`src/rtl/ebpiw_pkg.sv`:
```
// Types and constants shared by the bit-packed integer writer modules.
`timescale 1ns / 1ps

package ebpiw_pkg;

  localparam int unsigned ActionW   = 2;
  localparam int unsigned ValueW    = 64;
  localparam int unsigned CountW    = 6;
  localparam int unsigned InTdataW  = 72;
  localparam int unsigned OutTdataW = 8;

  localparam int unsigned ActionLsb = 0;
  localparam int unsigned ValueLsb  = 2;
  localparam int unsigned CountLsb  = 66;

  localparam logic [ActionW-1:0] ACT_RAW   = 2'd0;
  localparam logic [ActionW-1:0] ACT_UINT  = 2'd1;
  localparam logic [ActionW-1:0] ACT_SINT  = 2'd2;
  localparam logic [ActionW-1:0] ACT_FLUSH = 2'd3;

  typedef enum logic [2:0] {
    OP_NONE,
    OP_RAW,
    OP_SIGN,
    OP_UINT,
    OP_FLUSH
  } op_e;

  typedef struct packed {
    logic load;
    op_e  op;
    logic step;
  } cmd_t;

  typedef struct packed {
    logic emits;
    logic done;
    logic out_free;
  } status_t;

endpackage

```
`src/rtl/ebpiw_ctrl.sv`:
```
// Controller state machine that sequences the append steps of one action.
`timescale 1ns / 1ps

module ebpiw_ctrl
  import ebpiw_pkg::*;
(
  input  logic               clk_i,
  input  logic               rst_ni,
  input  logic               in_valid_i,
  input  logic [ActionW-1:0] action_i,
  output logic               in_ready_o,
  input  status_t            sts_i,
  output cmd_t               cmd_o
);

  localparam logic [2:0] ST_IDLE  = 3'd0;
  localparam logic [2:0] ST_RAW   = 3'd1;
  localparam logic [2:0] ST_SIGN  = 3'd2;
  localparam logic [2:0] ST_UINT  = 3'd3;
  localparam logic [2:0] ST_FLUSH = 3'd4;

  logic [2:0] state_q, state_d;
  op_e        op;
  logic       step;
  logic       load;

  assign load       = in_valid_i && (state_q == ST_IDLE);
  assign in_ready_o = (state_q == ST_IDLE);
  assign step       = (op != OP_NONE) && (!sts_i.emits || sts_i.out_free);

  always_comb begin
    unique case (state_q)
      ST_RAW:   op = OP_RAW;
      ST_SIGN:  op = OP_SIGN;
      ST_UINT:  op = OP_UINT;
      ST_FLUSH: op = OP_FLUSH;
      default:  op = OP_NONE;
    endcase
  end

  always_comb begin
    state_d = state_q;
    if (load) begin
      unique case (action_i)
        ACT_RAW:  state_d = ST_RAW;
        ACT_UINT: state_d = ST_UINT;
        ACT_SINT: state_d = ST_SIGN;
        default:  state_d = ST_FLUSH;
      endcase
    end else if (step) begin
      if (sts_i.done) begin
        state_d = ST_IDLE;
      end else if (state_q == ST_SIGN) begin
        state_d = ST_UINT;
      end
    end
  end

  always_ff @(posedge clk_i or negedge rst_ni) begin
    if (!rst_ni) begin
      state_q <= ST_IDLE;
    end else begin
      state_q <= state_d;
    end
  end

  assign cmd_o.load = load;
  assign cmd_o.op   = op;
  assign cmd_o.step = step;

endmodule

```
`src/rtl/ebpiw_dp.sv`:
```
// Datapath with the bit source registers, the pending byte and the output register.
`timescale 1ns / 1ps

module ebpiw_dp
  import ebpiw_pkg::*;
#(
  parameter int unsigned RAW_WIDTH_MAX = 32
) (
  input  logic                 clk_i,
  input  logic                 rst_ni,
  input  cmd_t                 cmd_i,
  output status_t              sts_o,
  input  logic [ActionW-1:0]   action_i,
  input  logic [ValueW-1:0]    value_i,
  input  logic [CountW-1:0]    raw_len_i,
  output logic                 out_valid_o,
  input  logic                 out_ready_i,
  output logic [OutTdataW-1:0] out_byte_o,
  output logic                 out_last_o
);

  localparam int unsigned RW = ($clog2(RAW_WIDTH_MAX + 1) > CountW) ?
                               $clog2(RAW_WIDTH_MAX + 1) : CountW;
  localparam logic [RW-1:0] RawMax = RW'(RAW_WIDTH_MAX);

  logic [RAW_WIDTH_MAX-1:0] src_q;
  logic [RW-1:0]            rem_q;
  logic [ValueW-1:0]        mag_q;
  logic                     sign_q;
  logic [7:0]               pend_q;
  logic [2:0]               fill_q;
  logic                     out_valid_q;
  logic [7:0]               out_byte_q;
  logic                     out_last_q;

  logic [RW-1:0]  count_ext;
  logic [RW-1:0]  count_sat;
  logic [3:0]     room;
  logic           rem_lt;
  logic [3:0]     raw_k;
  logic           more;
  logic [7:0]     nb;
  logic [3:0]     k;
  logic           last;
  logic           done;
  logic [7:0]     nb_m;
  logic [15:0]    comb_w;
  logic [3:0]     total;
  logic           emits;
  logic           out_free;

  assign count_ext = RW'(raw_len_i);
  assign count_sat = (count_ext > RawMax) ? RawMax : count_ext;

  assign room   = 4'd8 - {1'b0, fill_q};
  assign rem_lt = rem_q < RW'(room);
  assign raw_k  = rem_lt ? 4'(rem_q) : room;
  assign more   = |mag_q[ValueW-1:7];

  always_comb begin
    unique case (cmd_i.op)
      OP_RAW: begin
        nb   = src_q[RAW_WIDTH_MAX-1 -: 8];
        k    = raw_k;
        last = (rem_q - RW'(raw_k)) < RW'(8);
        done = (rem_q == RW'(raw_k));
      end
      OP_SIGN: begin
        nb   = {sign_q, 7'd0};
        k    = 4'd1;
        last = 1'b0;
        done = 1'b0;
      end
      OP_UINT: begin
        nb   = {more, mag_q[6:0]};
        k    = 4'd8;
        last = !more;
        done = !more;
      end
      OP_FLUSH: begin
        nb   = 8'd0;
        k    = (fill_q == 3'd0) ? 4'd0 : room;
        last = 1'b1;
        done = 1'b1;
      end
      default: begin
        nb   = 8'd0;
        k    = 4'd0;
        last = 1'b0;
        done = 1'b0;
      end
    endcase
  end

  assign nb_m     = nb & ~(8'hFF >> k);
  assign comb_w   = {pend_q, 8'd0} | ({nb_m, 8'd0} >> fill_q);
  assign total    = {1'b0, fill_q} + k;
  assign emits    = total[3];
  assign out_free = !out_valid_q || out_ready_i;

  always_ff @(posedge clk_i or negedge rst_ni) begin
    if (!rst_ni) begin
      pend_q      <= 8'd0;
      fill_q      <= 3'd0;
      out_valid_q <= 1'b0;
    end else begin
      if (cmd_i.step) begin
        pend_q <= emits ? comb_w[7:0] : comb_w[15:8];
        fill_q <= total[2:0];
      end
      if (cmd_i.step && emits) begin
        out_valid_q <= 1'b1;
      end else if (out_ready_i) begin
        out_valid_q <= 1'b0;
      end
    end
  end

  always_ff @(posedge clk_i) begin
    if (cmd_i.load) begin
      src_q  <= value_i[RAW_WIDTH_MAX-1:0] << (RawMax - count_sat);
      rem_q  <= count_sat;
      sign_q <= value_i[ValueW-1];
      mag_q  <= (action_i == ACT_SINT && value_i[ValueW-1]) ? (~value_i + 64'd1) : value_i;
    end else if (cmd_i.step) begin
      if (cmd_i.op == OP_RAW) begin
        src_q <= src_q << raw_k;
        rem_q <= rem_q - RW'(raw_k);
      end
      if (cmd_i.op == OP_UINT) begin
        mag_q <= mag_q >> 7;
      end
    end
    if (cmd_i.step && emits) begin
      out_byte_q <= comb_w[15:8];
      out_last_q <= last;
    end
  end

  assign sts_o.emits    = emits;
  assign sts_o.done     = done;
  assign sts_o.out_free = out_free;

  assign out_valid_o = out_valid_q;
  assign out_byte_o  = out_byte_q;
  assign out_last_o  = out_last_q;

endmodule

```
`src/rtl/exi_bit_packed_integer_writer_top.sv`:
```
// Top level of the EXI bit-packed integer writer.
// The slave stream takes one action per transfer: raw bits, an unsigned
// integer, a signed integer or a flush of the partial byte. The master
// stream returns the completed bytes, first stream bit in bit 7, with
// tlast set on the final byte that the action produced.
// The input is taken only while no action is in progress. After a transfer
// the controller runs the append steps of the action: one step for each byte
// or partial byte of a raw field, one for each 7-bit group of an integer,
// one more for the sign bit, and one for a flush. A raw field of n bits
// with f bits pending takes (f + n + 7) / 8 steps, one when n is zero, and
// each byte appears in the output register in the cycle after its step.
// The rate is set by the single append unit, which completes at most one
// byte per cycle.
// Reset clears the pending partial byte and the output valid flag. When the
// receiver stalls, the output register holds its byte and a step that
// would complete another byte waits; steps that complete no byte go on.
`timescale 1ns / 1ps

module exi_bit_packed_integer_writer_top
  import ebpiw_pkg::*;
#(
  parameter int unsigned RAW_WIDTH_MAX = 32
) (
  input  logic                 clk_i,
  input  logic                 rst_ni,
  input  logic                 s_axis_tvalid_i,
  output logic                 s_axis_tready_o,
  // action [1:0], value [65:2], raw_len [71:66]
  input  logic [InTdataW-1:0]  s_axis_tdata_i,
  output logic                 m_axis_tvalid_o,
  input  logic                 m_axis_tready_i,
  // out_byte [7:0]
  output logic [OutTdataW-1:0] m_axis_tdata_o,
  output logic                 m_axis_tlast_o
);

  cmd_t    cmd;
  status_t sts;

  ebpiw_ctrl u_ctrl (
    .clk_i      (clk_i),
    .rst_ni     (rst_ni),
    .in_valid_i (s_axis_tvalid_i),
    .action_i   (s_axis_tdata_i[ActionLsb +: ActionW]),
    .in_ready_o (s_axis_tready_o),
    .sts_i      (sts),
    .cmd_o      (cmd)
  );

  ebpiw_dp #(
    .RAW_WIDTH_MAX (RAW_WIDTH_MAX)
  ) u_dp (
    .clk_i       (clk_i),
    .rst_ni      (rst_ni),
    .cmd_i       (cmd),
    .sts_o       (sts),
    .action_i    (s_axis_tdata_i[ActionLsb +: ActionW]),
    .value_i     (s_axis_tdata_i[ValueLsb +: ValueW]),
    .raw_len_i   (s_axis_tdata_i[CountLsb +: CountW]),
    .out_valid_o (m_axis_tvalid_o),
    .out_ready_i (m_axis_tready_i),
    .out_byte_o  (m_axis_tdata_o),
    .out_last_o  (m_axis_tlast_o)
  );

endmodule

```
`config.mk`:
```
export PLATFORM = sky130hd
export DESIGN_NAME = exi_bit_packed_integer_writer_top
export DESIGN_NICKNAME = d
export VERILOG_FILES = /design/src/rtl/ebpiw_pkg.sv /design/src/rtl/ebpiw_ctrl.sv /design/src/rtl/ebpiw_dp.sv /design/src/rtl/exi_bit_packed_integer_writer_top.sv
export SDC_FILE = /design/constraint.sdc
export NUM_CORES = 1
export LEC_CHECK = 0
export BUFFER_PORTS_ARGS = -buffer_cell sky130_fd_sc_hd__buf_4
export CAP_MARGIN = 20
export CORE_ASPECT_RATIO = 0.75
export CORE_MARGIN = 2
export CORE_UTILIZATION = 55
export CTS_BUF_LIST = sky130_fd_sc_hd__clkbuf_8 sky130_fd_sc_hd__clkbuf_16
export CTS_CLUSTER_DIAMETER = 30
export DETAILED_ROUTE_END_ITERATION = 7
export GPL_ROUTABILITY_DRIVEN = 0
export PLACE_DENSITY = 0.74
export SLEW_MARGIN = 10
export SYNTH_ARGS = -nofsm -noshare
export SYNTH_HDL_FRONTEND = slang
export SYNTH_SLANG_ARGS = --single-unit
```
`constraint.sdc`:
```
create_clock -name clk_i -period 14 [get_ports clk_i]
set_input_delay 2.8 -clock clk_i [delete_from_list [all_inputs] [get_ports clk_i]]
set_output_delay 2.8 -clock clk_i [all_outputs]
set_load 0.005 [all_outputs]
```
### After elaboration in Yosys (flattened, before gate mapping)

Cells that the tools add are included.

| word-level totals | value |
|---|---|
| output and inout port bits | 11 |
| input port bits | 76 |
| word-level logic and storage cells | 85 |
| flip-flop bits (word level) | 127 |

| operators by class | value |
|---|---|
| muxes and demuxes | 26 |
| shifts and indexed selects | 4 |
| add/sub/neg operators | 5 |
| reductions and logical operators | 22 |
| $lt $le $gt $ge | 3 |
| equality and inequality tests | 11 |
| bitwise logic cells | 4 |

Operators with widths:

| operator | count |
|---|---|
| 64-bit 2-to-1 mux | 4 |
| 32-bit 2-to-1 mux | 3 |
| 64-bit by 1-bit adder with 64-bit output, second input constant | 1 |
| 64-bit NOT | 1 |
| 57-bit OR reduction | 1 |
| 32-bit by 4-bit left shift with 32-bit output | 1 |
| 32-bit by 6-bit left shift with 32-bit output | 1 |
| 6-bit 2-to-1 mux | 4 |
| 8-bit case mux with 3 select lines | 1 |
| 16-bit bitwise OR | 1 |
| 4-bit case mux with 4 select lines | 1 |
| 16-bit by 3-bit >> shifter with 16-bit output | 1 |
| 3-bit by 2-bit equality test with 1-bit output, second input constant | 4 |
| 3-bit 2-to-1 mux | 4 |
| 3-bit case mux with 4 select lines | 1 |
| 3-bit case mux with 3 select lines | 1 |
| 8-bit AND | 1 |
| 4-bit 2-to-1 mux | 2 |
| 8-bit 2-to-1 mux | 1 |
| 8-bit NOT | 1 |
| 2-bit nonzero test | 4 |
| 8-bit by 4-bit >> shifter with 8-bit output, first input constant | 1 |
| 3-bit by 1-bit equality test with 1-bit output, second input constant | 2 |
| 3-bit equality test, second input constant | 2 |
| 19 further kinds | 31 |

### Logic depth before layout (Yosys ltp)

| logic depth | value |
|---|---|
| depth in word-level cells | 10 |
| mapped depth | 21 |

### Hierarchy

Synthesis repeated with hierarchy kept, for this count alone.

| second synthesis, totals | value |
|---|---|
| cell total of the unflattened synthesis | 1,181 |
| area, all modules | 10,572.6 um2 |

By module, submodules not included:

| module | cells each | sequential area each (um2) | area each (um2) | times used |
|---|---|---|---|---|
| ebpiw_dp | 1,154 | 3,663.5 | 10,324.9 | 1 |
| ebpiw_ctrl | 27 | 75.1 | 247.7 | 1 |

### Worst setup path before layout

No wires, ideal clock.

| timing | value |
|---|---|
| path type | register to register |
| start point | reg u_dp.fill_q[1] |
| end point | reg u_dp.mag_q[0] (enable) |
| data arrival time | 8,159 ps |
| path buffers | 2 |
| stages on the path, launching flop included | 18 |
| setup slack | 5,267 ps |
| clock period less this slack | 8,733 ps |
| cells stage by stage | dfrtp_1 -> clkbuf_1 -> clkinv_1 -> ha_1 -> clkbuf_1 -> inv_1 -> ha_1 -> a21oi_1 -> o21ai_2 -> a31oi_1 -> and2_1 -> inv_1 -> ha_1 -> a21o_1 -> a21oi_1 -> xnor2_1 -> nor2_1 -> o21ai_0 |

| on the way | value |
|---|---|
| word-level cells in the longest chain between the ends | 10 |
| elaborated cells on any way between the ends | 12 |
| classes of those cells | 2 x add/sub; 1 x order compare; 3 x mux; 6 x reduce/logical |

RTL lines:

| element | RTL line | text |
|---|---|---|
| from (decl) | ebpiw_dp.sv:31 | `logic [2:0] fill_q;` |
| from (signal assigned) | ebpiw_dp.sv:109 | `fill_q <= total[2:0];` |
| 4-bit by 3-bit subtractor with 4-bit output | ebpiw_dp.sv:55 | `assign room = 4'd8 - {1'b0, fill_q};` |
| 6-bit by 4-bit < comparator with 1-bit output | ebpiw_dp.sv:56 | `assign rem_lt = rem_q < RW'(room);` |
| 4-bit 2-to-1 mux | ebpiw_dp.sv:57 | `assign raw_k = rem_lt ? 4'(rem_q) : room;` |
| 4-bit case mux with 4 select lines | ebpiw_dp.sv:61 | `unique case (cmd_i.op)` |
| 3-bit by 4-bit adder with 4-bit output * | ebpiw_dp.sv:97 | `assign total = {1'b0, fill_q} + k;` |
| 1-bit logical NOT * | ebpiw_ctrl.sv:29 | `assign step = (op != OP_NONE) && (!sts_i.emits \|\| sts_i.out_free);` |
| 1-bit logical OR * | ebpiw_ctrl.sv:29 |  |
| 1-bit logical AND * | ebpiw_ctrl.sv:29 |  |
| 2-bit nonzero test (no line) * | -- |  |
| 2-bit AND reduction (no line) * | -- |  |
| to (signal assigned) | ebpiw_dp.sv:124 | `mag_q <= (action_i == ACT_SINT && value_i[ValueW-1]) ? (~value_i + 64'd1) : value_i;` |
| to (signal assigned) | ebpiw_dp.sv:131 | `mag_q <= mag_q >> 7;` |
| to (decl) | ebpiw_dp.sv:28 | `logic [ValueW-1:0] mag_q;` |

Every way passes the cells marked *; elsewhere a longest branch is shown, timed or not.
A chain may end at the register's enable or synchronous reset.

### Final worst setup path

| timing | value |
|---|---|
| start point | reg u_dp.fill_q[1] |
| end point | reg u_dp.src_q[15] (enable) |

| on the way | value |
|---|---|
| word-level cells in the longest chain between the ends | 10 |
| elaborated cells on any way between the ends | 12 |
| classes of those cells | 2 x add/sub; 1 x order compare; 3 x mux; 6 x reduce/logical |

RTL lines:

| element | RTL line | text |
|---|---|---|
| 4-bit by 3-bit subtractor with 4-bit output | ebpiw_dp.sv:55 |  |
| 6-bit by 4-bit < comparator with 1-bit output | ebpiw_dp.sv:56 |  |
| 4-bit 2-to-1 mux | ebpiw_dp.sv:57 |  |
| 4-bit case mux with 4 select lines | ebpiw_dp.sv:61 |  |
| 3-bit by 4-bit adder with 4-bit output * | ebpiw_dp.sv:97 |  |
| 1-bit logical NOT * | ebpiw_ctrl.sv:29 |  |
| 1-bit logical OR * | ebpiw_ctrl.sv:29 |  |
| 1-bit logical AND * | ebpiw_ctrl.sv:29 |  |
| 2-bit nonzero test (no line) * | -- |  |
| 2-bit AND reduction (no line) * | -- |  |
| to (signal assigned) | ebpiw_dp.sv:121 | `src_q <= value_i[RAW_WIDTH_MAX-1:0] << (RawMax - count_sat);` |
| to (signal assigned) | ebpiw_dp.sv:127 | `src_q <= src_q << raw_k;` |
| to (decl) | ebpiw_dp.sv:26 | `logic [RAW_WIDTH_MAX-1:0] src_q;` |

Marks and branches as above.

==> out/metrics.csv <==
stage;metric;value;unit
run_status;status;complete, no violations;
worst_setup_path;r2r-end;u_dp.src_q[15];
layout;drive_gt1_frac;0.139;
timing;fin_setup_tns;0;ns
yosys;synth_top_family_by_area;compound AO/OA/AOI/OAI gates;
place;place_hpwl;21.4;mm
worst_setup_path;crit_fanout;24;
cts;clk_path_buf_depth;2;
cts;post_cts_resized;0;
worst_setup_path;crit_path_max_incr_delay;0.68;ns
yosys;synth_fp_nets;1223;
route;drc;0;
layout;syn2layout_area_growth;13.4;%
timing;rsz0062_at_grt;false;
worst_setup_path;crit_family;compound AO/OA/AOI/OAI gates;
yosys;synthCells;1129;
yosys;ys_types;78;
timing;finClkSkew;0.00888;ns
timing;period_minus_slack;5.87;ns
yosys;yosys-top-cells-count;mux2i_1 (165), nand2_1 (126), edfxtp_1 (112);
cts;clock_latency;0.43;ns
yosys;synth_fa_ha_area_frac;0.0225;
timing;tightest_slew;1.03;ns
yosys;synth_edf_count;112;
yosys;synth_compound_area_frac;0.190;
grt;grt_pass1_wl;45.7;mm
timing;hold_violations;0;
worst_setup_path;required;14.15;ns
die;ios;87;
yosys;synth_top_area_frac;0.325;
grt;grt_pass1_vias;8386;
worst_setup_path;r2r-start;u_dp.fill_q[1];
grt;grt_max_degree;121;
power_and_ir_drop;vdd_drop_max;0.000230;V
layout;layout.cells.non_filler;1441;
route;postRouteAntennaNets;0;
worst_setup_path;crit_arrival;6.01;ns
route;drt_first_iter_violations;1210;
die;die_h;123;um
yosys;ys_ff_latch;127;
yosys;yosysMostFrequentCell;mux2i_1;
layout;ff_latch_area;3740;um2
worst_setup_path;cp_cell_sequence;clkinv_1, ha_1, inv_1, ha_1, a21oi_1, o21ai_2, a31oi_1, and2_1, inv_1, ha_1, a21o_1, a21oi_1, xor2_1, nand2_1, a21oi_1, inv_1, buf_4;
power_and_ir_drop;p_per_area;301;nW/um2
cts;holdBufCountCts;0;
worst_setup_path;start_kind;flop;
yosys;async_reset_ff_frac;0.118;
run;max_cap_violations;0;
yosys;yosys.area_share.xor_xnor;0.0633;
worst_hold_path;min_to;u_dp.pend_q[0];
worst_setup_path;worst-path-buf-inv;5;
worst_setup_path;cp-end-kind;flop;
worst_setup_path;crit_type;reg -> reg;
power_and_ir_drop;leakagePower;0.00479;uW
yosys;ys_warn_count;0;
timing;fin_crit_sh;0.419;
cts;cts_tree;built;
timing;slew-limit-headroom;0.314;
yosys;ys.flop_type;edfxtp_1;
yosys;ys_top_cells_by_area;edfxtp_1 (32%), mux2i_1 (16%), o21ai_0 (4.6%);
route;viasPerCell;6.39;
layout;fillCellCount;1533;
timing;finalSetupViolCount;0;
worst_hold_path;hold_class;reg -> reg;
yosys;syn_area;10300;um2
die;die_w;162;um
worst_setup_path;slowest_stage;dfrtp_1;
die;core_area;18500;um2
route;wl;28.7;mm
route;num_vias;9211;
place;dp.cells;1406;
layout;final_nets;1275;
worst_setup_path;regToRegSetupSlack;8.13;ns
place;numPortBuffers;86;
worst_setup_path;critPathLaunch;u_dp.fill_q[1];
die;start_util;0.561;
layout;multiInputGateArea;6240;um2
worst_setup_path;rr_worst_depth;17;
yosys;muxShareOfSynthArea;0.165;
worst_hold_path;min-delay-start;u_dp.pend_q[0];
cts;cts_setup_buffers;0;
grt;antenna_found_initial;0;
grt;grtUsageTotal;0.295;
timing;hold_slack;0.511;ns
route;dr.pass1.iters;6;
grt;gr-total-overflow;0;
layout;n_antenna_cell;0;
worst_hold_path;holdPathStages;1;
cts;ctsHtreeMaxLevel;4;
cts;cts_inserted_buffers;17;
die;dieArea;19900;um2
yosys;synth_simple_gate_area_share;0.160;
die;fp-row-count;43;
yosys;synth_top_cell_by_area;edfxtp_1;
timing;maxSlewViolCount;0;
yosys;seq_area_frac_synth;0.361;
route;wl_per_cell;19.9;um
cts;root_buffer;clkbuf_16;
timing;max_freq;170;MHz
cts;path_clk_slew;0.06;ns
yosys;avgSynthCellArea;9.17;um2
cts;clock_sinks;127;
==> placed cells by master (no fill, tap or decap), types with 9 or more instances in the layout <==
| master | netlist | layout |
|---|---|---|
| a211oi_1 | 11 | 11 |
| a21oi_1 | 60 | 60 |
| a22oi_1 | 17 | 17 |
| a31oi_1 | 16 | 16 |
| buf_4 | 1 | 101 |
| clkbuf_16 | 0 | 17 |
| dfrtp_1 | 15 | 15 |
| edfxtp_1 | 112 | 112 |
| ha_1 | 17 | 17 |
| inv_1 | 28 | 28 |
| mux2i_1 | 165 | 165 |
| nand2_1 | 126 | 125 |
| nand2b_1 | 12 | 11 |
| nand3_1 | 12 | 12 |
| nand4_1 | 9 | 9 |
| nor2_1 | 75 | 75 |
| nor2b_1 | 11 | 11 |
| nor3_1 | 27 | 27 |
| nor4_1 | 20 | 20 |
| o21ai_0 | 96 | 95 |
| o221ai_1 | 13 | 13 |
| o22a_1 | 9 | 9 |
| xnor2_1 | 41 | 41 |
| xor2_1 | 32 | 32 |
==> routing by layer <==
metal / track usage / up-vias / wire length (um)
li1: - / 4354 / -
met1: 0.450 / 4313 / 13100
met2: 0.412 / 512 / 11800
met3: 0.0882 / 32 / 3480
met4: 0.0592 / 0 / 282
met5: 0 / - / 0
==> worst reg2reg max path: stages, from the launching register on <==
cell and delay, ns:
dfrtp_1 0.68, clkinv_1 0.41, ha_1 0.59, inv_1 0.11, ha_1 0.30, a21oi_1 0.35
o21ai_2 0.23, a31oi_1 0.42, and2_1 0.23, inv_1 0.05, ha_1 0.26, a21o_1 0.17
a21oi_1 0.26, xor2_1 0.53, nand2_1 0.16, a21oi_1 0.23, inv_1 0.27, buf_4 0.35
==> through the flow <==
| step | total power (uW) | utilization | setup slack (ns) | cell area (um2) |
|---|---|---|---|---|
| after floorplan | 2530 | - | 5.27 | 10300 |
| after global placement | 3050 | 0.605 | 7.99 | 11200 |
| after detailed placement | 3070 | 0.605 | 7.91 | 11200 |
| after CTS | 3480 | 0.634 | 8.21 | 11700 |
| after global routing | 3770 | 0.636 | 7.65 | 11700 |
| final | 3540 | 0.636 | 8.13 | 11700 |
==> cell families after synthesis <==
family / Yosys count
AND/OR/NAND/NOR: 338
adder cells (fa/ha/maj): 18
XOR/XNOR: 74
buffers and inverters: 102
flip-flops: 127
AO/OA/AOI/OAI: 302
multiplexers: 168
==> final cells by class <==
cell class,instances,area share
multi-input combinational,900,0.532
sequential,127,0.319
timing repair buffer,103,0.0672
clock buffer,17,0.0362
tap,247,0.0263
inverter,32,0.0102
clock inverter,15,0.00949
==> worst max path at each step <==
stage	to	cells after the start
after floorplan	u_dp.mag_q[0]	17
after detailed placement	u_dp.src_q[31]	9
after CTS	u_dp.src_q[3]	17
after global placement	u_dp.src_q[25]	10
after global routing	u_dp.src_q[26]	17
final	u_dp.src_q[15]	17
==> where the power goes <==
part           switching [uW]  leakage, uW  internal (uW)
registers                 158      0.00126            823
logic                    1340      0.00327            807
clock network             179     0.000264            228
==> flip-flops by register name, indices dropped and copies added (netlist names) <==
name	cells
u_dp.out_valid_o	1
u_dp.src_q	32
u_ctrl.state_q	3
u_dp.rem_q	6
u_dp.out_byte_o	8
u_dp.sign_q	1
u_dp.mag_q	64
u_dp.out_last_o	1
u_dp.fill_q	3
u_dp.pend_q	8
Power figures use the tool's default switching activity.
